File: src/sv/reader_writer_lock_unit_assert.svh
// ----------------------------------------------------------------------------
// Reader/writer lock unit - assertion macros
// Shorthand for clocked assertions; expects clk_i and rst_ni in scope.
// ----------------------------------------------------------------------------
`ifndef READER_WRITER_LOCK_UNIT_ASSERT_SVH
`define READER_WRITER_LOCK_UNIT_ASSERT_SVH

// plain invariant, checked every cycle outside reset
`define RWL_ASSERT(label, prop, msg) \
  label: assert property (@(posedge clk_i) disable iff (!rst_ni) (prop)) else $error(msg);

// same-cycle implication
`define RWL_IMPLY(label, ante, cons, msg) \
  label: assert property (@(posedge clk_i) disable iff (!rst_ni) (ante) |-> (cons)) \
    else $error(msg);

// next-cycle implication
`define RWL_NEXT(label, ante, cons, msg) \
  label: assert property (@(posedge clk_i) disable iff (!rst_ni) (ante) |=> (cons)) \
    else $error(msg);

`endif

File: src/sv/rwl_pkg.sv
`timescale 1ns / 1ps
// ----------------------------------------------------------------------------
// Reader/writer lock unit - package
// Request modes, result codes and the controller/datapath link types.
// ----------------------------------------------------------------------------
package rwl_pkg;

  // request modes
  localparam logic [1:0] MODE_QUERY   = 2'd0;
  localparam logic [1:0] MODE_LOCK    = 2'd1;
  localparam logic [1:0] MODE_UNLOCK  = 2'd2;
  localparam logic [1:0] MODE_INVALID = 2'd3;

  // answers; ANS_NONE doubles as "free" and "refused"
  localparam logic [2:0] ANS_NONE        = 3'd0;
  localparam logic [2:0] ANS_SUCCESS     = 3'd1;
  localparam logic [2:0] ANS_OWN_WRITE   = 3'd1;
  localparam logic [2:0] ANS_OTHER_WRITE = 3'd2;
  localparam logic [2:0] ANS_OWN_READ    = 3'd3;
  localparam logic [2:0] ANS_OTHERS_READ = 3'd4;

  // error codes
  localparam logic [1:0] ERR_OK   = 2'd0;
  localparam logic [1:0] ERR_MODE = 2'd1;
  localparam logic [1:0] ERR_FULL = 2'd2;

  // controller -> datapath
  typedef struct packed {
    logic load;
    logic scan_start;
    logic scan_step;
    logic shift_start;
    logic shift_step;
    logic commit;
  } rwl_cmd_t;

  // datapath -> controller
  typedef struct packed {
    logic need_scan;
    logic hit;
    logic walk_end;
    logic need_shift;
    logic out_busy;
  } rwl_sts_t;

endpackage

File: src/sv/rwl_req_if.sv
`timescale 1ns / 1ps
// ----------------------------------------------------------------------------
// Reader/writer lock unit - request channel
// Valid/ready channel carrying one lock request per transfer.
// ----------------------------------------------------------------------------
interface rwl_req_if;
  logic       valid;
  logic       ready;
  logic [1:0] mode;
  logic [7:0] requester;
  logic       read_only;

  modport source (output valid, output mode, output requester, output read_only,
                  input ready);
  modport sink   (input valid, input mode, input requester, input read_only,
                  output ready);
endinterface

File: src/sv/rwl_rsp_if.sv
`timescale 1ns / 1ps
// ----------------------------------------------------------------------------
// Reader/writer lock unit - response channel
// Valid/ready channel carrying one result per transfer.
// ----------------------------------------------------------------------------
interface rwl_rsp_if;
  logic       valid;
  logic       ready;
  logic [2:0] answer;
  logic [1:0] error_code;

  modport source (output valid, output answer, output error_code, input ready);
  modport sink   (input valid, input answer, input error_code, output ready);
endinterface

File: src/sv/rwl_ram.sv
`timescale 1ns / 1ps
// ----------------------------------------------------------------------------
// Reader/writer lock unit - generic RAM
// One write port, one read port, registered read data, no reset.
// ----------------------------------------------------------------------------
module rwl_ram #(
  parameter int unsigned WIDTH  = 8,
  parameter int unsigned DEPTH  = 16,
  parameter int unsigned ADDR_W = (DEPTH > 1) ? $clog2(DEPTH) : 1
) (
  input  logic              clk_i,
  input  logic              we_i,
  input  logic [ADDR_W-1:0] waddr_i,
  input  logic [WIDTH-1:0]  wdata_i,
  input  logic [ADDR_W-1:0] raddr_i,
  output logic [WIDTH-1:0]  rdata_o
);

  logic [WIDTH-1:0] mem_q [DEPTH];
  logic [WIDTH-1:0] rdata_q;

  always_ff @(posedge clk_i) begin
    if (we_i) begin
      mem_q[waddr_i] <= wdata_i;
    end
    rdata_q <= mem_q[raddr_i];
  end

  assign rdata_o = rdata_q;

endmodule

File: src/sv/rwl_ctrl.sv
`timescale 1ns / 1ps
// ----------------------------------------------------------------------------
// Reader/writer lock unit - controller
// Sequences accept, reader scan, list compaction and commit.
// ----------------------------------------------------------------------------
module rwl_ctrl (
  input  logic              clk_i,
  input  logic              rst_ni,
  input  logic              req_valid_i,
  output logic              req_ready_o,
  input  rwl_pkg::rwl_sts_t sts_i,
  output rwl_pkg::rwl_cmd_t cmd_o
);
  import rwl_pkg::*;

  localparam logic [2:0] S_IDLE   = 3'd0;
  localparam logic [2:0] S_CHECK  = 3'd1;
  localparam logic [2:0] S_SCAN   = 3'd2;
  localparam logic [2:0] S_DECIDE = 3'd3;
  localparam logic [2:0] S_SHIFT  = 3'd4;
  localparam logic [2:0] S_FINISH = 3'd5;

  logic [2:0] state_q, state_d;

  assign req_ready_o = (state_q == S_IDLE);

  always_comb begin
    state_d = state_q;
    cmd_o   = '0;
    unique case (state_q)
      S_IDLE: begin
        if (req_valid_i) begin
          cmd_o.load = 1'b1;
          state_d    = S_CHECK;
        end
      end
      S_CHECK: begin
        if (sts_i.need_scan) begin
          cmd_o.scan_start = 1'b1;
          state_d          = S_SCAN;
        end else begin
          state_d = S_FINISH;
        end
      end
      S_SCAN: begin
        cmd_o.scan_step = 1'b1;
        if (sts_i.hit || sts_i.walk_end) begin
          state_d = S_DECIDE;
        end
      end
      S_DECIDE: begin
        if (sts_i.need_shift) begin
          cmd_o.shift_start = 1'b1;
          state_d           = S_SHIFT;
        end else begin
          state_d = S_FINISH;
        end
      end
      S_SHIFT: begin
        cmd_o.shift_step = 1'b1;
        if (sts_i.walk_end) begin
          state_d = S_FINISH;
        end
      end
      S_FINISH: begin
        if (!sts_i.out_busy) begin
          cmd_o.commit = 1'b1;
          state_d      = S_IDLE;
        end
      end
      default: begin
        state_d = S_IDLE;
      end
    endcase
  end

  always_ff @(posedge clk_i or negedge rst_ni) begin
    if (!rst_ni) begin
      state_q <= S_IDLE;
    end else begin
      state_q <= state_d;
    end
  end

endmodule

File: src/sv/rwl_dp.sv
`timescale 1ns / 1ps
`include "reader_writer_lock_unit_assert.svh"
// ----------------------------------------------------------------------------
// Reader/writer lock unit - datapath
// Lock state, reader-id RAM walker and the result register.
// ----------------------------------------------------------------------------
module rwl_dp #(
  parameter int unsigned MAX_READERS = 16,
  parameter int unsigned ID_BITS     = 8
) (
  input  logic              clk_i,
  input  logic              rst_ni,
  input  rwl_pkg::rwl_cmd_t cmd_i,
  output rwl_pkg::rwl_sts_t sts_o,
  input  logic [1:0]        mode_i,
  input  logic [7:0]        requester_i,
  input  logic              read_only_i,
  input  logic              rsp_ready_i,
  output logic              rsp_valid_o,
  output logic [2:0]        answer_o,
  output logic [1:0]        error_code_o
);
  import rwl_pkg::*;

  localparam int unsigned CNT_W = $clog2(MAX_READERS + 1);
  localparam int unsigned AW    = (MAX_READERS > 1) ? $clog2(MAX_READERS) : 1;

  // captured request
  logic [1:0]         mode_q;
  logic [ID_BITS-1:0] who_q;
  logic               ro_q;

  // lock state
  logic               held_q, held_d;
  logic [ID_BITS-1:0] writer_q, writer_d;
  logic [CNT_W-1:0]   count_q, count_d;

  // list walker
  logic [CNT_W-1:0]   ptr_q;
  logic               pend_q;
  logic [AW-1:0]      pend_addr_q;
  logic               found_q;
  logic [AW-1:0]      pos_q;

  // result register
  logic               out_valid_q;
  logic [2:0]         answer_q, answer_d;
  logic [1:0]         err_q, err_d;

  // RAM ports
  logic               ram_we;
  logic [AW-1:0]      ram_waddr;
  logic [ID_BITS-1:0] ram_wdata;
  logic [ID_BITS-1:0] ram_rdata;

  // commit-time list write
  logic               c_we;
  logic [AW-1:0]      c_waddr;

  logic               hit;
  logic               walk_end;
  logic               ptr_live;

  rwl_ram #(
    .WIDTH  (ID_BITS),
    .DEPTH  (MAX_READERS),
    .ADDR_W (AW)
  ) u_ids (
    .clk_i   (clk_i),
    .we_i    (ram_we),
    .waddr_i (ram_waddr),
    .wdata_i (ram_wdata),
    .raddr_i (ptr_q[AW-1:0]),
    .rdata_o (ram_rdata)
  );

  assign ptr_live = (ptr_q < count_q);
  assign hit      = pend_q && (ram_rdata == who_q);
  assign walk_end = (ptr_q == count_q) && !pend_q;

  assign sts_o.need_scan  = (mode_q != MODE_INVALID) && !held_q && (count_q != '0);
  assign sts_o.hit        = hit;
  assign sts_o.walk_end   = walk_end;
  assign sts_o.need_shift = (mode_q == MODE_UNLOCK) && found_q;
  assign sts_o.out_busy   = out_valid_q && !rsp_ready_i;

  // outcome of the request, applied on commit
  always_comb begin
    held_d   = held_q;
    writer_d = writer_q;
    count_d  = count_q;
    answer_d = ANS_NONE;
    err_d    = ERR_OK;
    c_we     = 1'b0;
    c_waddr  = '0;
    unique case (mode_q)
      MODE_QUERY: begin
        if (held_q) begin
          answer_d = (writer_q == who_q) ? ANS_OWN_WRITE : ANS_OTHER_WRITE;
        end else if (count_q != '0) begin
          answer_d = found_q ? ANS_OWN_READ : ANS_OTHERS_READ;
        end
      end
      MODE_LOCK: begin
        if (ro_q) begin
          if (held_q) begin
            if (writer_q == who_q) begin
              // demote own write lock
              c_we     = 1'b1;
              c_waddr  = '0;
              count_d  = CNT_W'(1);
              held_d   = 1'b0;
              answer_d = ANS_SUCCESS;
            end
          end else if (found_q) begin
            answer_d = ANS_SUCCESS;
          end else if (count_q == CNT_W'(MAX_READERS)) begin
            err_d = ERR_FULL;
          end else begin
            c_we     = 1'b1;
            c_waddr  = count_q[AW-1:0];
            count_d  = count_q + CNT_W'(1);
            answer_d = ANS_SUCCESS;
          end
        end else begin
          if (count_q == '0) begin
            if (!held_q) begin
              writer_d = who_q;
              held_d   = 1'b1;
              answer_d = ANS_SUCCESS;
            end else if (writer_q == who_q) begin
              answer_d = ANS_SUCCESS;
            end
          end else if ((count_q == CNT_W'(1)) && found_q) begin
            // promote sole read lock
            count_d  = '0;
            writer_d = who_q;
            held_d   = 1'b1;
            answer_d = ANS_SUCCESS;
          end
        end
      end
      MODE_UNLOCK: begin
        answer_d = ANS_SUCCESS;
        if (held_q) begin
          if (writer_q == who_q) begin
            held_d = 1'b0;
          end
        end else if (found_q) begin
          count_d = count_q - CNT_W'(1);
        end
      end
      MODE_INVALID: begin
        err_d = ERR_MODE;
      end
    endcase
  end

  // compaction writes follow their read in the next cycle, one slot lower
  always_comb begin
    if (cmd_i.shift_step && pend_q) begin
      ram_we    = 1'b1;
      ram_waddr = pend_addr_q - AW'(1);
      ram_wdata = ram_rdata;
    end else begin
      ram_we    = cmd_i.commit && c_we;
      ram_waddr = c_waddr;
      ram_wdata = who_q;
    end
  end

  always_ff @(posedge clk_i or negedge rst_ni) begin
    if (!rst_ni) begin
      held_q      <= 1'b0;
      writer_q    <= '0;
      count_q     <= '0;
      ptr_q       <= '0;
      pend_q      <= 1'b0;
      found_q     <= 1'b0;
      out_valid_q <= 1'b0;
    end else begin
      if (cmd_i.load) begin
        found_q <= 1'b0;
      end else if (cmd_i.scan_step && hit) begin
        found_q <= 1'b1;
      end

      if (cmd_i.scan_start) begin
        ptr_q  <= '0;
        pend_q <= 1'b0;
      end else if (cmd_i.shift_start) begin
        ptr_q  <= CNT_W'(pos_q) + CNT_W'(1);
        pend_q <= 1'b0;
      end else if (cmd_i.scan_step || cmd_i.shift_step) begin
        if (ptr_live) begin
          ptr_q  <= ptr_q + CNT_W'(1);
          pend_q <= 1'b1;
        end else begin
          pend_q <= 1'b0;
        end
      end

      if (cmd_i.commit) begin
        held_q      <= held_d;
        writer_q    <= writer_d;
        count_q     <= count_d;
        out_valid_q <= 1'b1;
      end else if (rsp_ready_i) begin
        out_valid_q <= 1'b0;
      end
    end
  end

  always_ff @(posedge clk_i) begin
    if (cmd_i.load) begin
      mode_q <= mode_i;
      who_q  <= ID_BITS'(requester_i);
      ro_q   <= read_only_i;
    end
    if ((cmd_i.scan_step || cmd_i.shift_step) && ptr_live) begin
      pend_addr_q <= ptr_q[AW-1:0];
    end
    if (cmd_i.scan_step && hit) begin
      pos_q <= pend_addr_q;
    end
    if (cmd_i.commit) begin
      answer_q <= answer_d;
      err_q    <= err_d;
    end
  end

  assign rsp_valid_o  = out_valid_q;
  assign answer_o     = answer_q;
  assign error_code_o = err_q;

  `RWL_ASSERT(a_rw_exclusive, !(held_q && (count_q != '0)), "write and read locks coexist")
  `RWL_ASSERT(a_count_bound, count_q <= CNT_W'(MAX_READERS), "reader count overflow")
  `RWL_IMPLY(a_commit_free, cmd_i.commit, !(out_valid_q && !rsp_ready_i), "result overwritten")
  `RWL_NEXT(a_commit_shown, cmd_i.commit, out_valid_q, "committed result not presented")

endmodule

File: src/sv/reader_writer_lock_unit.sv
`timescale 1ns / 1ps
// ----------------------------------------------------------------------------
// Reader/writer lock unit - top level
// Single-object reader/writer lock with a packed reader-id list in RAM.
// ----------------------------------------------------------------------------
// Takes one request at a time: query, lock or unlock, each answered by exactly
// one response transfer. A request needing no list search skips the scan and
// goes straight to commit. A request that consults the list walks it in slot
// order; the search stops at the first match. An unlock that removes a reader
// at slot P then moves the later entries down one slot each. The unit returns
// to idle before the next request transfer. The search and compaction are
// bounded by the single read port of the reader-id RAM, walked one entry per
// cycle. The result sits in an output register, so a new request can be taken
// while the previous result waits; a new result is committed only once the
// previous one has been taken.
// ----------------------------------------------------------------------------
module reader_writer_lock_unit #(
  parameter int unsigned MAX_READERS = 16,
  parameter int unsigned ID_BITS     = 8
) (
  input  logic      clk_i,
  input  logic      rst_ni,
  rwl_req_if.sink   req_i,
  rwl_rsp_if.source rsp_o
);
  import rwl_pkg::*;

  // control/status link between sequencer and datapath
  rwl_cmd_t cmd;
  rwl_sts_t sts;

  // sequencer: owns the request handshake and the walk/commit ordering
  rwl_ctrl u_ctrl (
    .clk_i       (clk_i),
    .rst_ni      (rst_ni),
    .req_valid_i (req_i.valid),
    .req_ready_o (req_i.ready),
    .sts_i       (sts),
    .cmd_o       (cmd)
  );

  // datapath: lock state, reader list, result register
  rwl_dp #(
    .MAX_READERS (MAX_READERS),
    .ID_BITS     (ID_BITS)
  ) u_dp (
    .clk_i        (clk_i),
    .rst_ni       (rst_ni),
    .cmd_i        (cmd),
    .sts_o        (sts),
    .mode_i       (req_i.mode),
    .requester_i  (req_i.requester),
    .read_only_i  (req_i.read_only),
    .rsp_ready_i  (rsp_o.ready),
    .rsp_valid_o  (rsp_o.valid),
    .answer_o     (rsp_o.answer),
    .error_code_o (rsp_o.error_code)
  );

endmodule
File: src/flat_wrapper.sv
// flat-port wrapper written by rule: the top's interface ports become plain ports
module reader_writer_lock_unit_flat import rwl_pkg::*;
#(
  parameter int unsigned MAX_READERS = 16,
  parameter int unsigned ID_BITS     = 8
)
  (clk_i, rst_ni, req_i_valid, req_i_mode, req_i_requester, req_i_read_only, req_i_ready, rsp_o_valid, rsp_o_answer, rsp_o_error_code, rsp_o_ready);
  rwl_req_if req_i_i ();
  rwl_rsp_if rsp_o_i ();
  input  logic clk_i;
  input  logic rst_ni;
  input wire logic [$bits(req_i_i.valid)-1:0] req_i_valid;
  input wire logic [$bits(req_i_i.mode)-1:0] req_i_mode;
  input wire logic [$bits(req_i_i.requester)-1:0] req_i_requester;
  input wire logic [$bits(req_i_i.read_only)-1:0] req_i_read_only;
  output wire logic [$bits(req_i_i.ready)-1:0] req_i_ready;
  output wire logic [$bits(rsp_o_i.valid)-1:0] rsp_o_valid;
  output wire logic [$bits(rsp_o_i.answer)-1:0] rsp_o_answer;
  output wire logic [$bits(rsp_o_i.error_code)-1:0] rsp_o_error_code;
  input wire logic [$bits(rsp_o_i.ready)-1:0] rsp_o_ready;
  assign req_i_i.valid = req_i_valid;
  assign req_i_i.mode = req_i_mode;
  assign req_i_i.requester = req_i_requester;
  assign req_i_i.read_only = req_i_read_only;
  assign req_i_ready = req_i_i.ready;
  assign rsp_o_valid = rsp_o_i.valid;
  assign rsp_o_answer = rsp_o_i.answer;
  assign rsp_o_error_code = rsp_o_i.error_code;
  assign rsp_o_i.ready = rsp_o_ready;
  reader_writer_lock_unit #(.MAX_READERS(MAX_READERS), .ID_BITS(ID_BITS)) u_core (.clk_i(clk_i), .rst_ni(rst_ni), .req_i(req_i_i), .rsp_o(rsp_o_i));
endmodule
File: config.mk
export PLATFORM = sky130hd
export DESIGN_NAME = reader_writer_lock_unit_flat
export DESIGN_NICKNAME = d
export VERILOG_FILES = /design/src/sv/rwl_pkg.sv /design/src/sv/rwl_req_if.sv /design/src/sv/rwl_rsp_if.sv /design/src/sv/rwl_ram.sv /design/src/sv/rwl_ctrl.sv /design/src/sv/rwl_dp.sv /design/src/sv/reader_writer_lock_unit.sv /design/src/flat_wrapper.sv
export VERILOG_INCLUDE_DIRS = /design/src /design/src/sv
export SDC_FILE = /design/constraint.sdc
export NUM_CORES = 1
export LEC_CHECK = 0
export ABC_CLOCK_PERIOD_IN_PS = 4080
export BUFFER_PORTS_ARGS = -buffer_cell sky130_fd_sc_hd__clkbuf_2
export CAP_MARGIN = 20
export CORE_UTILIZATION = 38
export CTS_CLUSTER_DIAMETER = 100
export DETAILED_ROUTE_END_ITERATION = 16
export PLACE_DENSITY = 0.6
export SETUP_SLACK_MARGIN = 0.5
export SYNTH_ARGS = -nofsm -noshare
export SYNTH_HDL_FRONTEND = slang
export SYNTH_HIERARCHICAL = 1
export SYNTH_SLANG_ARGS = --single-unit
File: constraint.sdc
create_clock -name clk_i -period 4.08 [get_ports clk_i]
set_input_delay 0.204 -clock clk_i [delete_from_list [all_inputs] [get_ports clk_i]]
set_output_delay 0.204 -clock clk_i [all_outputs]
set_load 0.05 [all_outputs]
# After elaboration in Yosys (flattened, before gate mapping)
# Memories as Yosys holds them, arrays and structs flattened. A register that Yosys moved wholly into a read port is not among the register bits.
# Index checks and enable logic that the tools add are counted.
[word_totals] register_bits=49 latchBits=0 mem_bits_rw=128 mem_bits_ro=0 in_bits=15 out_inout_bits=7 word_cells=163 memories=1
[classes] addsub=5 multipliers=0 div=0 magnitude_cmp=1 eq_ne=27 n_shift=0 mux=82 bitwise=1 n_reduce_logical=31
[mem_list] memory="u_core.u_dp.u_ids.mem_q" depth=16 width=8 read_ports=1 rd_ports_with_merged_regs=1 write_ports=1 line_no="rwl_ram.sv:19" source="logic [WIDTH-1:0] mem_q [DEPTH];"
[ops] cell="$mux W5" n=13
[ops] cell="$mux W1" n=39
[ops] cell="$mux W8" n=4
[ops] cell="$mux W3" n=10
[ops] cell="$mux W4" n=6
[ops] cell="$pmux W3 S6" n=1
[ops] cell="$eq A8 B8 Y1" n=2
[ops] cell="$ne A2 B2 Y1 const B" n=8
[ops] cell="$ne A4 B4 Y1 const B" n=4
[ops] cell="$logic_and A1 B1 Y1" n=11
[ops] cell="$add A5 B1 Y5 const B" n=2
[ops] cell="$mux W2" n=5
[ops] cell="$pmux W5 S2" n=1
[ops] cell="$pmux W3 S3" n=1
[ops] cell="$reduce_and A9 Y1" n=1
[ops] cell="$reduce_bool A2 Y1" n=4
[ops] cell="$eq A3 B2 Y1 const B" n=2
[ops] cell="$eq A3 B3 Y1 const B" n=2
[ops] cell="$ne A3 B3 Y1 const B" n=2
[ops] cell="$reduce_bool A3 Y1" n=2
[ops] cell="$add A4 B1 Y5 const B" n=1
[ops] cell="$eq A5 B1 Y1 const B" n=1
[ops] cell="$eq A5 B5 Y1" n=1
[ops] cell="$eq A5 B5 Y1 const B" n=1
[ops] cell="other kinds (19)" n=23

# Logic depth before layout (Yosys ltp)
[depth] ltp_word=10 mapped_depth=13

# Cells and area by module
# The synthesis kept the hierarchy.
[by_module_without_submodules] module="rwl_ram" instances=1 cells_per_inst=229 area_per_inst_um2=5147.4 seq_area_each_um2=4003.8
[by_module_without_submodules] module="rwl_dp" instances=1 cells_per_inst=258 area_per_inst_um2=2712.6 seq_area_each_um2=1271.2
[by_module_without_submodules] module="rwl_ctrl" instances=1 cells_per_inst=28 area_per_inst_um2=230.2 seq_area_each_um2=75.1

# Worst setup path after synthesis
# OpenSTA, ideal clock, no wires.
[synth_path] path_kind="register to register" start="register u_core.u_dp.out_valid_q (netlist: u_core/u_dp/rsp_valid_o)" end="memory u_core.u_dp.u_ids.mem_q[0][0], enable pin" setup_ns=0.383 arrival_ns=2.872 path_slack_ns=0.825 path_stages_with_launch=8 path_buffers=0 synth_period_minus_slack_ns=3.255 path_cell_list="dfrtp_1 -> nor2b_1 -> nor2b_1 -> nor2b_1 -> nand3_1 -> o21ai_0 -> or3b_2 -> nor3_1"
[synth_rtl] item="start: declaration" line_no="rwl_dp.sv:46" source="logic out_valid_q;"
[synth_rtl] item="start signal: assignment" line_no="rwl_dp.sv:180" source="out_valid_q <= 1'b0;"
[synth_rtl] item="start signal: assignment" line_no="rwl_dp.sv:207" source="out_valid_q <= 1'b1;"
[synth_rtl] item="start signal: assignment" line_no="rwl_dp.sv:209" source="out_valid_q <= 1'b0;"
[synth_rtl] item="end: declaration" line_no="rwl_ram.sv:19"

# Worst setup path in the final report
[layout_path] start="register u_core.u_dp.who_q[6]" end="memory u_core.u_dp.u_ids.mem_q[2][7], enable pin"
[layout_between] elab_chain_len=9
[layout_lines] item="start: declaration" line_no="rwl_dp.sv:30" source="logic [ID_BITS-1:0] who_q;"
[layout_lines] item="start signal: assignment" line_no="rwl_dp.sv:217" source="who_q <= ID_BITS'(requester_i);"
[layout_lines] item="$eq A8 B8 Y1" line_no="rwl_dp.sv:107" source="if (writer_q == who_q) begin"
[layout_lines] item="$mux W1" line_no="rwl_dp.sv:107"
[layout_lines] item="$mux W1" line_no="rwl_dp.sv:106" source="if (held_q) begin"
[layout_lines] item="$mux W1" line_no="rwl_dp.sv:105" source="if (ro_q) begin"
[layout_lines] item="$mux W1" line_no="rwl_dp.sv:96" source="unique case (mode_q)"
[layout_lines] item="$logic_and A1 B1 Y1" line_no="rwl_dp.sv:166" source="ram_we = cmd_i.commit && c_we;"
[layout_lines] item="$mux W1" line_no="rwl_dp.sv:161" source="if (cmd_i.shift_step && pend_q) begin"
[layout_lines] item="net u_core.u_dp.ram_we" line_no="rwl_dp.sv:51" source="logic ram_we;"
[layout_lines] item="$mux W1" line_no="rwl_ram.sv:23" source="if (we_i) begin"
[layout_lines] item="$mux W1 (implied by the code)" line_no="rwl_ram.sv:24" source="mem_q[waddr_i] <= wdata_i;"
# The timed path passes the listed nets, and every way through them passes these cells.

==> impl_metrics.tcl <==
set metrics [dict create \
    async_flop_share_pct 13.5 \
    whs_path_depth 3 \
    grt_pass1_wl_um 24900 \
    fin_ws_ps 835 \
    io_pins 22 \
    cellLeakagePower_uw 0.00320 \
    syn_nets 546 \
    dp_cells 808 \
    io_buffer_count 21 \
    drt-total-wl_um 16100 \
    cp_data_arrival_time_ps 3330 \
    tns_ps 0 \
    clockBufferDepth 2 \
    timing.critical_path.buf_inv 0 \
    wl_per_cell_um 18.9 \
    power.density_nw_per_um2 606 \
    syn_avg_cell_area_um2 15.7 \
    dp_worst_setup_slack_ps 710 \
    hold_viol 0 \
    track_usage_pct 15.5 \
    dp.final_hpwl_um 10700 \
    maxCapViolCount 0 \
    drt-initial-drc-count 347 \
    vdd_drop_max_uv 311 \
    gp_congestion 0.882 \
    final_nets 595 \
    via_per_inst 5.35 \
    clk_latency_ps 430 \
    drc_errors 0 \
    ys_seq_area_share_pct 66.1 \
    firstDrtPassIters 5 \
    path_depth 8 \
    core.rowCount 53 \
    layout_commonest_cell "edfxtp_1" \
    overflow 0 \
    synth_edf_count 152 \
    end_kind "flip-flop" \
    finalMaxSlewViolations 0 \
    synth_fa_ha_area_share_pct 2.47 \
    ys.flop_type "edfxtp_1" \
    cts_setup_buffers 0 \
    antenna_found_initial 0 \
    cts_tree "yes" \
    timing.fmax_ghz 0.308 \
    ant_nets 0 \
    r2r_cells 8 \
    yosysUniqueCellTypes 57 \
    skew_ps 11.9 \
    fin_cells 852 \
    synthMuxAreaShare_pct 12.3 \
    core_um2 21000 \
    ys.warnings.count 6 \
    critPathKind "flip-flop to flip-flop" \
    vias 4558 \
    layout_common_cells "152 x edfxtp_1, 29 x nor2_1, 26 x nand2_1" \
    status "completed" \
    period_share_pct 79.5 \
    diodes 0 \
    setup_viol 0 \
    cts_inserted_buffers 17 \
    cts_root_buf "clkbuf_16" \
    grt_pass1_vias 4507 \
    htreeDepth 4 \
    die_y_um 148 \
    slowest_delay_ps 580 \
    slew_headroom_pct 40.3 \
    syn_area_um2 8090 \
    clock-sinks 185 \
    worst-path-max-fanout 8 \
    initial_core_util_pct 38.6 \
    syn2layout_area_growth_pct 14.4 \
    die_w_um 148 \
    critPathLaunchType "flip-flop" \
    synth_xor_area_share_pct 2.27 \
    crit_path_cell_trace "xor2_1 -> nor4_1 -> nand2_1 -> nor2_1 -> a21oi_1 -> o21ai_0 -> or3b_2 -> nor2_2" \
    rsz0062_at_grt "false" \
    fin_hold_ws_ps 33.5 \
    period_needed_ps 3250 \
    cts.clk_slew.worst_paths_ps 70 \
    hold_class "input pin to flip-flop" \
    final_util_pct 44.2 \
    layout-drive-gt1-share_pct 20.6 \
    synth_top_family_by_area "multiplexers" \
    worst_pin_slew_ps 886 \
    cp.required_ps 4160 \
    ys_ff_latch 185 \
    cpLargestDelayFamily "simple AND/OR/NAND/NOR gates" \
    grt_max_degree 36 \
    synth_compound_area_share_pct 6.31 \
    synth_cells 515 \
    synth-simple-area-share_pct 8.01 \
    slowest_stage "or3b_2" \
    fp.dieArea_um2 21900 \
]
-- worst paths after layout --
kind	from	end	slack, ps
hold / removal	req_i_valid	u_core/u_ctrl/state_q[0]$_DFFE_PN0P_	30
min in group asynchronous	rst_ni	u_core/u_dp/rsp_valid_o$_DFFE_PN0P_	340
setup reg to reg	u_core/u_dp/who_q[6]$_DFFE_PP_	u_core/u_dp/u_ids/mem_q[2][7]$_DFFE_PP_	830
max in group asynchronous	rst_ni	u_core/u_dp/ptr_q[0]$_DFFE_PN0P_	3270
setup / recovery	u_core/u_dp/who_q[6]$_DFFE_PP_	u_core/u_dp/u_ids/mem_q[2][7]$_DFFE_PP_	830
hold reg to reg	u_core/u_dp/pend_addr_q[3]$_DFFE_PP_	u_core/u_dp/pos_q[3]$_DFFE_PP_	480
-- state kept, by name, summed over array words and instances, names as in the netlist --
| register | cells |
|---|---|
| u_core/u_dp/ptr_q | 5 |
| u_core/u_dp/error_code_o | 2 |
| u_core/u_dp/found_q | 1 |
| u_core/u_dp/writer_q | 8 |
| u_core/u_dp/who_q | 8 |
| u_core/u_dp/held_q | 1 |
| u_core/u_dp/pend_addr_q | 4 |
| u_core/u_dp/answer_o | 3 |
| u_core/u_dp/rsp_valid_o | 1 |
| u_core/u_dp/u_ids/mem_q | 128 |
| u_core/u_dp/ro_q | 1 |
| u_core/u_dp/count_q | 5 |
| u_core/u_ctrl/state_q | 3 |
| u_core/u_dp/pend_q | 1 |
| u_core/u_dp/mode_q | 2 |
| u_core/u_dp/u_ids/rdata_o | 8 |
| u_core/u_dp/pos_q | 4 |
-- power breakdown --
group	leakage, uW	switching [uW]	internal (uW)
registers	0.00176	179	2320
logic	0.00117	878	598
clock network	0.000278	717	913
total	0.00320	1770	3830
-- worst min-delay path: cells and delay by family --
| family | cells | cell delay [ps] |
|---|---|---|
| buf+inv | 2 | 150 |
| compound gates | 1 | 60 |
-- synthesized netlist by cell type, drive strengths merged, types with 2 or more instances --
library cell,count,area share [%]
clkbuf,5,0.23
a21oi,18,1.1
or2,3,0.23
a31oi,3,0.23
or3b,4,0.43
xnor2,9,0.97
nor2b,8,0.62
buf,13,1.1
dfxtp,8,2.0
nor2,32,1.5
or3,2,0.22
nand3b,5,0.46
a211oi,2,0.25
and3,2,0.15
nor3,11,0.68
nand2b,8,0.62
xor2,12,1.3
ha,16,2.5
and2,4,0.31
inv,16,0.74
o21ai,19,1.2
o21a,4,0.37
nand2,26,1.2
mux4,32,9.6
nand3,12,0.74
clkdlybuf4s25,3,0.37
mux2i,2,0.25
dfrtp,25,7.7
a22oi,17,1.6
mux2,18,2.5
nor4,5,0.39
edfxtp,152,56
o22ai,2,0.15
-- per-stage QoR --
| step | area (um2) | total power [uW] |
|---|---|---|
| 2_1_floorplan | 8090 | 3620 |
| 3_5_place_dp | 8530 | 4010 |
| 3_3_place_gp | 8530 | 3980 |
| 6_report | 9250 | 5610 |
| 4_1_cts | 9250 | 5650 |
| 5_1_grt | 9250 | 5880 |
-- layer usage --
layer  GRT usage (%)  wire length, um  vias up
li1                -                -     2100
met1            20.3             7130     2298
met2            25.4             7890      136
met3            3.15              733       24
met4            5.77              318        0
met5               0                0        -
-- logic make-up (layout without fill, tap and decap cells) --
logic type | after synthesis | after routing
simple gates | 127 | 127
buf+inv | 37 | 99
xor+xnor | 21 | 21
flops | 185 | 185
compound gates | 77 | 77
fa+ha+maj | 16 | 16
mux | 52 | 52
-- area by class of cell --
class	count	area, um2
Fill cell	1873	11700
Sequential cell	185	5350
Multi-Input combinational cell	293	2550
Clock buffer	17	425
Timing Repair Buffer	51	360
Tap cell	275	344
Clock inverter	15	165
Inverter	16	60.1
-- repair_timing --
item                                    4_1_cts  5_1_grt
endpoints found under the setup margin        0       24
gates resized for setup                       0        3
hold endpoints to repair                     36        0
hold buffers                                 12        0
(Power assumes the default switching activity.)
